$ cat config.mk
export PLATFORM = sky130hd
export DESIGN_NAME = mlp_forward_sigmoid_core
export DESIGN_NICKNAME = d
export VERILOG_FILES = /design/src/hw/rtl/mfs_pkg.sv /design/src/hw/rtl/mfs_cell.sv /design/src/hw/rtl/mfs_mac.sv /design/src/hw/rtl/mlp_forward_sigmoid_core.sv
export SDC_FILE = /design/constraint.sdc
export NUM_CORES = 2
export LEC_CHECK = 0
export ABC_AREA = 1
export ABC_CLOCK_PERIOD_IN_PS = 7110
export BUFFER_PORTS_ARGS = -buffer_cell sky130_fd_sc_hd__buf_2
export CAP_MARGIN = 20
export CELL_PAD_IN_SITES_DETAIL_PLACEMENT = 0
export CELL_PAD_IN_SITES_GLOBAL_PLACEMENT = 2
export CORE_MARGIN = 5
export CORE_UTILIZATION = 35
export CTS_BUF_LIST = sky130_fd_sc_hd__clkbuf_8
export DETAILED_ROUTE_END_ITERATION = 6
export PLACE_DENSITY = 0.89
export SLEW_MARGIN = 10
export SYNTH_ARGS = -nofsm -noshare
export SYNTH_HDL_FRONTEND = slang
export SYNTH_SLANG_ARGS = --single-unit
$ cat constraint.sdc
create_clock -name i_clk -period 7.11 [get_ports i_clk]
set_clock_uncertainty 0.2 [all_clocks]
set_input_delay 0.711 -clock i_clk [delete_from_list [all_inputs] [get_ports i_clk]]
set_output_delay 0.711 -clock i_clk [all_outputs]
set_load 0.02 [all_outputs]
$ cat src/hw/rtl/mfs_pkg.sv
// mfs_pkg: shared types, codes and the sigmoid table for the perceptron core
// no dependencies; imported by mfs_cell, mfs_mac and mlp_forward_sigmoid_core
package mfs_pkg;

    // network shape
    localparam int HIDDEN   = 8;
    localparam int N_SLOTS  = 4;
    localparam int NEUR_W   = (HIDDEN > 1) ? $clog2(HIDDEN) : 1;

    // field widths
    localparam int DATA_W   = 16;
    localparam int IDX_W    = 5;
    localparam int MUL_A_W  = DATA_W + 1;
    localparam int PROD_W   = MUL_A_W + DATA_W;
    localparam int ACC1_W   = PROD_W + 1;
    localparam int ACC2_W   = PROD_W + $clog2(HIDDEN) + 1;

    // pre-activation scaling into table steps of 1/16
    localparam int SHIFT1   = 12;
    localparam int SHIFT2   = 20;

    // item codes
    localparam logic ACT_LOAD    = 1'b0;
    localparam logic ACT_PREDICT = 1'b1;

    // weight slot inside one cell
    localparam logic [1:0] SLOT_A   = 2'd0;
    localparam logic [1:0] SLOT_B   = 2'd1;
    localparam logic [1:0] SLOT_C   = 2'd2;
    localparam logic [1:0] SLOT_OUT = 2'd3;

    // multiplier operand select
    localparam logic [1:0] MUL_A = 2'd0;
    localparam logic [1:0] MUL_B = 2'd1;
    localparam logic [1:0] MUL_C = 2'd2;
    localparam logic [1:0] MUL_H = 2'd3;

    typedef struct packed {
        logic signed [DATA_W-1:0] wa;
        logic signed [DATA_W-1:0] wb;
        logic signed [DATA_W-1:0] wc;
        logic signed [DATA_W-1:0] wo;
    } t_weights;

    typedef struct packed {
        logic                     en;
        logic [1:0]               slot;
        logic signed [DATA_W-1:0] data;
    } t_cell_wr;

    typedef struct packed {
        logic       capture;
        logic [1:0] mul_sel;
        logic       acc1_load;
        logic       acc1_add;
        logic       h_load;
        logic       acc2_add;
        logic       out_load;
    } t_mac_ctrl;

    // sigmoid table
    localparam int SIG_ENTRIES = 256;
    localparam int SIG_BITS    = SIG_ENTRIES * DATA_W;
    localparam int EXP_STEPS   = 128;
    localparam logic [63:0] EXP_STEP = 64'd4034748382;

    // elaboration-time build: repeated rounded products for exp, long division by shifts
    function automatic logic [SIG_BITS-1:0] f_build_sig();
        logic [63:0]         e [EXP_STEPS+1];
        logic [63:0]         d;
        logic [63:0]         num;
        logic [63:0]         rem;
        logic [63:0]         q;
        logic [SIG_BITS-1:0] tab;
        int                  k;
        e[0] = 64'd1 << 32;
        for (int i = 1; i <= EXP_STEPS; i++) begin
            e[i] = (e[i-1] * EXP_STEP + (64'd1 << 31)) >> 32;
        end
        tab = '0;
        for (int n = 0; n < SIG_ENTRIES; n++) begin
            k   = (n >= EXP_STEPS) ? n - EXP_STEPS : EXP_STEPS - n;
            d   = (64'd1 << 32) + e[k];
            num = (n >= EXP_STEPS) ? (64'd1 << 48) : (e[k] << 16);
            num = num + (d >> 1);
            rem = '0;
            q   = '0;
            for (int b = 63; b >= 0; b--) begin
                rem = {rem[62:0], num[b]};
                if (rem >= d) begin
                    rem  = rem - d;
                    q[b] = 1'b1;
                end
            end
            tab[n*DATA_W +: DATA_W] = q[DATA_W-1:0];
        end
        return tab;
    endfunction

    localparam logic [SIG_BITS-1:0] SIG_TABLE = f_build_sig();

    function automatic logic [DATA_W-1:0] f_sig(input logic [7:0] idx);
        return SIG_TABLE[{idx, 4'd0} +: DATA_W];
    endfunction

    // clamp an already shifted pre-activation to [-128,127] and offset by 128
    function automatic logic [7:0] f_sig_index(input logic signed [ACC2_W-1:0] q);
        logic [7:0] idx;
        if (q[ACC2_W-1] && !(&q[ACC2_W-1:7])) begin
            idx = 8'd0;
        end else if (!q[ACC2_W-1] && (|q[ACC2_W-2:7])) begin
            idx = 8'd255;
        end else begin
            idx = {~q[7], q[6:0]};
        end
        return idx;
    endfunction

endpackage

$ cat src/hw/rtl/mfs_cell.sv
// mfs_cell: one link of the weight ring, holding the four weights of one hidden neuron
// depends on mfs_pkg
module mfs_cell
    import mfs_pkg::*;
(
    input  logic     i_clk,
    input  logic     i_rst_n,
    input  logic     i_shift,
    input  t_weights i_prev,
    input  t_cell_wr i_wr,
    output t_weights o_weights
);

    t_weights r_w;
    t_weights n_w;

    always_comb begin
        n_w = r_w;
        if (i_wr.en) begin
            case (i_wr.slot)
                SLOT_A:   n_w.wa = i_wr.data;
                SLOT_B:   n_w.wb = i_wr.data;
                SLOT_C:   n_w.wc = i_wr.data;
                SLOT_OUT: n_w.wo = i_wr.data;
                default:  n_w = r_w;
            endcase
        end else if (i_shift) begin
            n_w = i_prev;
        end
    end

    always_ff @(posedge i_clk) begin
        if (!i_rst_n) begin
            r_w <= '0;
        end else begin
            r_w <= n_w;
        end
    end

    assign o_weights = r_w;

endmodule

$ cat src/hw/rtl/mfs_mac.sv
// mfs_mac: shared multiplier, both accumulators and the sigmoid lookups
// depends on mfs_pkg
module mfs_mac
    import mfs_pkg::*;
(
    input  logic                     i_clk,
    input  t_mac_ctrl                i_ctrl,
    input  logic signed [DATA_W-1:0] i_feature_a,
    input  logic signed [DATA_W-1:0] i_feature_b,
    input  logic signed [DATA_W-1:0] i_feature_c,
    input  t_weights                 i_head,
    output logic [DATA_W-1:0]        o_probability
);

    logic signed [DATA_W-1:0]  r_fa;
    logic signed [DATA_W-1:0]  r_fb;
    logic signed [DATA_W-1:0]  r_fc;
    logic signed [PROD_W-1:0]  r_prod;
    logic signed [ACC1_W-1:0]  r_acc1;
    logic signed [ACC2_W-1:0]  r_acc2;
    logic [DATA_W-1:0]         r_h;
    logic [DATA_W-1:0]         r_prob;

    logic signed [MUL_A_W-1:0] mul_a;
    logic signed [DATA_W-1:0]  mul_b;
    logic signed [ACC1_W-1:0]  q1;
    logic signed [ACC2_W-1:0]  q2;

    always_comb begin
        case (i_ctrl.mul_sel)
            MUL_A: begin
                mul_a = MUL_A_W'(r_fa);
                mul_b = i_head.wa;
            end
            MUL_B: begin
                mul_a = MUL_A_W'(r_fb);
                mul_b = i_head.wb;
            end
            MUL_C: begin
                mul_a = MUL_A_W'(r_fc);
                mul_b = i_head.wc;
            end
            MUL_H: begin
                mul_a = {1'b0, r_h};
                mul_b = i_head.wo;
            end
            default: begin
                mul_a = MUL_A_W'(r_fa);
                mul_b = i_head.wa;
            end
        endcase
    end

    // arithmetic shift gives the floor division into 1/16 steps
    assign q1 = r_acc1 >>> SHIFT1;
    assign q2 = r_acc2 >>> SHIFT2;

    always_ff @(posedge i_clk) begin
        r_prod <= mul_a * mul_b;
        if (i_ctrl.capture) begin
            r_fa   <= i_feature_a;
            r_fb   <= i_feature_b;
            r_fc   <= i_feature_c;
            r_acc2 <= '0;
        end else if (i_ctrl.acc2_add) begin
            r_acc2 <= r_acc2 + ACC2_W'(r_prod);
        end
        if (i_ctrl.acc1_load) begin
            r_acc1 <= ACC1_W'(r_prod);
        end else if (i_ctrl.acc1_add) begin
            r_acc1 <= r_acc1 + ACC1_W'(r_prod);
        end
        if (i_ctrl.h_load) begin
            r_h <= f_sig(f_sig_index(ACC2_W'(q1)));
        end
        if (i_ctrl.out_load) begin
            r_prob <= f_sig(f_sig_index(q2));
        end
    end

    assign o_probability = r_prob;

endmodule

$ cat src/hw/rtl/mlp_forward_sigmoid_core.sv
// mlp_forward_sigmoid_core: 3-input, HIDDEN-neuron, 1-output perceptron with sigmoid layers
// predict: after the RUN steps, DRAIN and FINISH, o_strobe rises with the result;
// the next item is taken in the cycle the result shows, and no predict is taken while busy;
// the pace is set by the single shared multiplier, six steps per hidden neuron
// load: written at the accepting edge, busy stays low; the result cannot be stalled
// reset (synchronous, active low) clears every weight to zero and returns to idle
module mlp_forward_sigmoid_core
    import mfs_pkg::*;
(
    input  logic                     i_clk,
    input  logic                     i_rst_n,
    input  logic                     start,
    output logic                     busy,
    input  logic                     i_action,
    input  logic [IDX_W-1:0]         i_weight_index,
    input  logic signed [DATA_W-1:0] i_weight_value,
    input  logic signed [DATA_W-1:0] i_feature_a,
    input  logic signed [DATA_W-1:0] i_feature_b,
    input  logic signed [DATA_W-1:0] i_feature_c,
    output logic [DATA_W-1:0]        o_probability,
    output logic                     o_strobe
);

    // sequencer states
    localparam logic [1:0] ST_IDLE   = 2'd0;
    localparam logic [1:0] ST_RUN    = 2'd1;
    localparam logic [1:0] ST_DRAIN  = 2'd2;
    localparam logic [1:0] ST_FINISH = 2'd3;

    // steps for one hidden neuron
    localparam logic [2:0] PH0 = 3'd0;
    localparam logic [2:0] PH1 = 3'd1;
    localparam logic [2:0] PH2 = 3'd2;
    localparam logic [2:0] PH3 = 3'd3;
    localparam logic [2:0] PH4 = 3'd4;
    localparam logic [2:0] PH5 = 3'd5;

    logic [1:0]        r_state;
    logic [1:0]        n_state;
    logic [2:0]        r_phase;
    logic [2:0]        n_phase;
    logic [NEUR_W-1:0] r_neuron;
    logic [NEUR_W-1:0] n_neuron;
    logic              r_strobe;
    logic              n_strobe;

    t_mac_ctrl ctrl;
    logic      ring_shift;
    logic      load_accept;

    t_weights  w_cell  [HIDDEN];
    t_cell_wr  wr_cell [HIDDEN];

    assign busy        = (r_state != ST_IDLE);
    assign load_accept = start && !busy && (i_action == ACT_LOAD);

    // weight ring: cell 0 is the head seen by the multiplier; each rotation moves
    // every neuron's weights one cell towards the head, HIDDEN rotations bring
    // the ring back home at the end of a predict
    for (genvar j = 0; j < HIDDEN; j++) begin : g_cell
        localparam int NEXT = (j + 1) % HIDDEN;

        // store entry s*HIDDEN+j lives in cell j, slot s; entries past the store miss
        always_comb begin
            wr_cell[j].en   = 1'b0;
            wr_cell[j].slot = SLOT_A;
            wr_cell[j].data = i_weight_value;
            for (int s = 0; s < N_SLOTS; s++) begin
                if (load_accept && (int'(i_weight_index) == s * HIDDEN + j)) begin
                    wr_cell[j].en   = 1'b1;
                    wr_cell[j].slot = 2'(s);
                end
            end
        end

        mfs_cell u_cell (
            .i_clk     (i_clk),
            .i_rst_n   (i_rst_n),
            .i_shift   (ring_shift),
            .i_prev    (w_cell[NEXT]),
            .i_wr      (wr_cell[j]),
            .o_weights (w_cell[j])
        );
    end

    // per neuron: three feature products into acc1, table lookup, then the
    // hidden value times its output weight; that product is folded into acc2
    // during the first step of the next neuron (or the drain step after the last)
    always_comb begin
        n_state    = r_state;
        n_phase    = r_phase;
        n_neuron   = r_neuron;
        n_strobe   = 1'b0;
        ring_shift = 1'b0;
        ctrl       = '0;
        ctrl.mul_sel = MUL_A;
        case (r_state)
            ST_IDLE: begin
                if (start && (i_action == ACT_PREDICT)) begin
                    ctrl.capture = 1'b1;
                    n_state      = ST_RUN;
                    n_phase      = PH0;
                    n_neuron     = '0;
                end
            end
            ST_RUN: begin
                case (r_phase)
                    PH0: begin
                        ctrl.mul_sel  = MUL_A;
                        ctrl.acc2_add = (r_neuron != '0);
                        n_phase       = PH1;
                    end
                    PH1: begin
                        ctrl.mul_sel   = MUL_B;
                        ctrl.acc1_load = 1'b1;
                        n_phase        = PH2;
                    end
                    PH2: begin
                        ctrl.mul_sel  = MUL_C;
                        ctrl.acc1_add = 1'b1;
                        n_phase       = PH3;
                    end
                    PH3: begin
                        ctrl.acc1_add = 1'b1;
                        n_phase       = PH4;
                    end
                    PH4: begin
                        ctrl.h_load = 1'b1;
                        n_phase     = PH5;
                    end
                    PH5: begin
                        ctrl.mul_sel = MUL_H;
                        ring_shift   = 1'b1;
                        n_phase      = PH0;
                        if (r_neuron == NEUR_W'(HIDDEN - 1)) begin
                            n_neuron = '0;
                            n_state  = ST_DRAIN;
                        end else begin
                            n_neuron = r_neuron + 1'b1;
                        end
                    end
                    default: begin
                        n_phase = PH0;
                    end
                endcase
            end
            ST_DRAIN: begin
                ctrl.acc2_add = 1'b1;
                n_state       = ST_FINISH;
            end
            ST_FINISH: begin
                ctrl.out_load = 1'b1;
                n_strobe      = 1'b1;
                n_state       = ST_IDLE;
            end
            default: begin
                n_state = ST_IDLE;
            end
        endcase
    end

    always_ff @(posedge i_clk) begin
        if (!i_rst_n) begin
            r_state  <= ST_IDLE;
            r_phase  <= PH0;
            r_neuron <= '0;
            r_strobe <= 1'b0;
        end else begin
            r_state  <= n_state;
            r_phase  <= n_phase;
            r_neuron <= n_neuron;
            r_strobe <= n_strobe;
        end
    end

    mfs_mac u_mac (
        .i_clk         (i_clk),
        .i_ctrl        (ctrl),
        .i_feature_a   (i_feature_a),
        .i_feature_b   (i_feature_b),
        .i_feature_c   (i_feature_c),
        .i_head        (w_cell[0]),
        .o_probability (o_probability)
    );

    assign o_strobe = r_strobe;

`ifndef ASSERT_OFF
    // a result only ever follows the final lookup step
    a_strobe_after_finish: assert property (@(posedge i_clk) disable iff (!i_rst_n)
        o_strobe |-> ($past(r_state) == ST_FINISH))
        else $error("result strobe without final lookup");

    // while idle the step counters sit at home, so the ring is back in place
    a_idle_home: assert property (@(posedge i_clk) disable iff (!i_rst_n)
        !busy |-> ((r_phase == PH0) && (r_neuron == '0)))
        else $error("sequencer idle with counters away from home");

    // a load item never occupies the core
    a_load_no_busy: assert property (@(posedge i_clk) disable iff (!i_rst_n)
        (start && !busy && (i_action == ACT_LOAD)) |=> !busy)
        else $error("load item raised busy");
`endif

endmodule

==> impl_metrics.py <==
metrics = {
    "yosys": {
        "synth_cell_types": 63,
        "synth_cells": 6953,
        "seq_area_frac_synth_pct": 30.47,
        "synthesis.nets": 7492,
        "ys_ff_latch": 705,
        "synth_top_cells_by_area": "dfxtp_1 (24%), nand2_1 (12%), fa_1 (11%), o21ai_0 (10%), edfxtp_1 (6.8%)",
        "syn_area_um2": 50060,
        "synth_ff_type": "dfxtp_1",
        "yosys.area.top_type": "dfxtp_1",
        "synth_edf_count": 114,
        "ys_warn_count": 0,
        "synth_top_cell_area_share_pct": 23.63,
        "avgSynthCellArea_um2": 7.200,
        "ys_async_sr_fraction_pct": 0,
    },
    "outcome": {
        "outcome": "complete, no violations",
    },
    "clock_network": {
        "path_clk_slew_ns": 0.06,
        "cts-buffers-inserted": 121,
        "clk_latency_ns": 0.88,
        "cts_tree": "yes",
        "htree_levels": 3,
        "cts_root_buffer": "clkbuf_8",
        "cts.sinks": 705,
        "clockBufferDepth": 3,
    },
    "drt": {
        "wl_per_cell_um": 24.03,
        "routed_via_density": 5.712,
        "postRouteAntennaNets": 0,
        "drc_errors": 0,
        "finalWirelength_mm": 221.1,
        "drt-pass1-iter-count": 6,
        "vias": 52559,
        "drt-initial-drc-count": 6809,
    },
    "worst_setup_path": {
        "rr_endpoint": "u_mac.r_prod[25]",
        "crit_end": "u_mac.r_prod[25]",
        "reg2reg_depth": 34,
        "cp_slowest_stage_delay_ns": 0.60,
        "rr_startpoint": "r_phase[0]",
        "criticalPathCategory": "reg -> reg",
        "crit_start": "r_phase[0]",
        "start_kind": "flop",
        "ff2ff_setup_slack_ns": 0.14,
        "cp-end-kind": "flop",
        "path_common_cell": "inv_2",
        "required_ns": 7.64,
        "slowest_stage": "fa_1",
        "cp_max_fo": 14,
        "arrival_ns": 7.50,
    },
    "grt": {
        "grt_pass1_wl_mm": 323.0,
        "grt_overflow": 0,
        "grt_use_total_pct": 27.91,
        "grt_max_degree": 253,
        "antenna_found_initial": 5,
        "grt_pass1_vias": 49957,
    },
    "power_and_ir_drop": {
        "power.density_nw_per_um2": 304.0,
        "worst_ir_drop_vdd_uv": 211.2,
        "power_mw": 17.87,
        "leakagePower_nw": 25.44,
    },
    "floorplanning": {
        "die_area_um2": 150700,
        "core-area_um2": 141900,
        "num_rows": 138,
        "die_y_um": 388.2,
        "initial_core_util_pct": 35.27,
        "die_w_um": 388.2,
        "boundaryPins": 91,
    },
    "layout": {
        "multi_input_area_um2": 31190,
        "num-fill-cells": 14920,
        "final-seq-area_um2": 15260,
        "final_layout_size_suffix_gt1_share_pct": 13.36,
        "synthToLayoutAreaGrowth_pct": 17.43,
        "nNetsFinal": 7747,
    },
    "flow_run": {
        "drv_cap": 0,
    },
    "place": {
        "io_buffers": 90,
        "routabilityCongestion": 1.002,
        "dpl.hpwl_mm": 161.9,
    },
    "timing": {
        "hold_ws_ns": 0.06494,
        "drv_slew": 0,
        "grt_setup_unrepaired": "true",
        "post-route-period-util_pct": 98.03,
        "finalCriticalPeriod_ns": 6.970,
        "hold_viol": 0,
        "slew_headroom_pct": 18.17,
        "worst_pin_slew_ns": 1.215,
        "final-setup-viol-count": 0,
        "fmax_mhz": 143.5,
    },
    "hold_path": {
        "hold_class": "in -> reg",
    },
}
==> cells by family (layout without fill, tap and decap cells) <==
| kind of cell | Yosys count | in the layout | share of synthesized area, % |
|---|---|---|---|
| AOI/OAI and AO/OA | 2014 | 2014 | 22.61 |
| adders and majority gates | 466 | 466 | 15.82 |
| other | 0 | 5 | 0 |
| and+or+nand+nor | 2528 | 2528 | 20.69 |
| buffers and inverters | 1166 | 1519 | 9.120 |
| xor gates and xnor gates | 74 | 74 | 1.295 |
| DFF | 705 | 705 | 30.47 |
==> power breakdown <==
part | internal (mW) | leakage (nW) | switching, mW
Clock | 2.20 | 1.51 | 1.87
Combinational | 2.90 | 18.1 | 6.26
Sequential | 4.40 | 5.81 | 0.235
==> stage by stage <==
stage               setup WS, ns  cells  TNS [ns]  utilization [%]  cell area (µm²)
floorplan                0.09965   6953         0                -            50060
CTS                     -0.01705   9133  -0.03565            40.35            57270
detailed placement       -0.2516   8863    -1.273            38.06            54020
finish                    0.1398   9201         0            41.42            58790
global route            -0.09317   9197   -0.7529            41.42            58780
global placement         -0.1202   8862   -0.3568            38.04            53990
==> worst min path at each step <==
stage | startpoint | slack (ns) | cells past startpoint | to
5_1_grt | i_rst_n | 0.12 | 3 | o_strobe
6_report | i_rst_n | 0.06 | 3 | o_strobe
3_5_place_dp | g_cell[7].u_cell.o_weights[0] | 0.23 | 2 | g_cell[7].u_cell.o_weights[0]
4_1_cts | i_rst_n | 0.09 | 3 | o_strobe
3_3_place_gp | g_cell[7].u_cell.o_weights[4] | 0.23 | 2 | g_cell[7].u_cell.o_weights[4]
2_1_floorplan | g_cell[7].u_cell.o_weights[0] | 0.22 | 2 | g_cell[7].u_cell.o_weights[0]
==> what timing repair did <==
item / CTS / global route
setup buffers: 1 / 57
gates cloned: 0 / 2
pin swaps: 6 / 103
resized for setup: 31 / 235
setup endpoints to repair: 14 / 19
hold endpoints to repair: 48 / 0
hold buffers: 48 / 0
==> cell usage in the layout, fill, tap and decap left out, drive strengths merged, types with 5 or more instances in the layout <==
master	count
a21o	18
o31ai	6
a31oi	522
fa	278
o21bai	23
clkinv	25
o21ai	1102
bufinv	7
buf	502
a21boi	8
xnor2	27
o21a	8
nand4	44
nand3	376
nand3b	10
or2	16
o41ai	7
edfxtp	114
clkbuf	152
o211ai	26
nand2	1547
dlygate4sd3	48
a211oi	8
nor3	26
nor4	8
ha	188
diode	5
xor2	47
dfxtp	591
o221ai	23
o22ai	8
nor2	499
a21oi	233
inv	781
==> critical path, delay by kind of cell, from the launching register on <==
family | cells | cell delay [ns]
and+or+nand+nor | 6 | 0.82
xor gates and xnor gates | 1 | 0.16
adders and majority gates | 7 | 3.11
DFF | 1 | 0.33
buffers and inverters | 13 | 1.24
AOI/OAI and AO/OA | 7 | 0.93
==> routing by layer <==
metal | part of all wire (%) | global-route usage (%)
met2 | 43 | 41.44
met4 | 4.8 | 11.88
met5 | 0.012 | 0
met3 | 10 | 7.500
met1 | 42 | 38.23
==> registers in the layout, indices dropped and copies added, names as in the netlist <==
register	flops
r_phase	3
o_strobe	1
u_mac.r_prod	33
u_mac.r_fb	16
u_mac.r_fc	16
g_cell.u_cell.o_weights	512
u_mac.r_acc2	37
r_neuron	3
r_state	2
u_mac.o_probability	16
u_mac.r_acc1	34
u_mac.r_h	16
u_mac.r_fa	16
==> Yosys cell counts (46+ instances only) <==
master    number
a21oi_1      233
buf_2         98
ha_1         188
inv_1        719
xor2_1        47
nand2_1     1535
a31oi_1      522
edfxtp_1     114
clkbuf_1     285
o21ai_0     1044
fa_1         278
nor2_1       482
dfxtp_1      591
nand3_1      375
o21ai_1       46
==> final cells by class <==
type	instances	share of cell area (%)
multi-input combinational	5082	53.06
sequential	705	25.96
timing repair buffer	552	7.551
inverter	746	4.816
tap	1890	4.022
clock buffer	151	3.535
clock inverter	70	1.032
antenna	5	0.02128
Note: power is estimated with default switching activity, not from simulation.
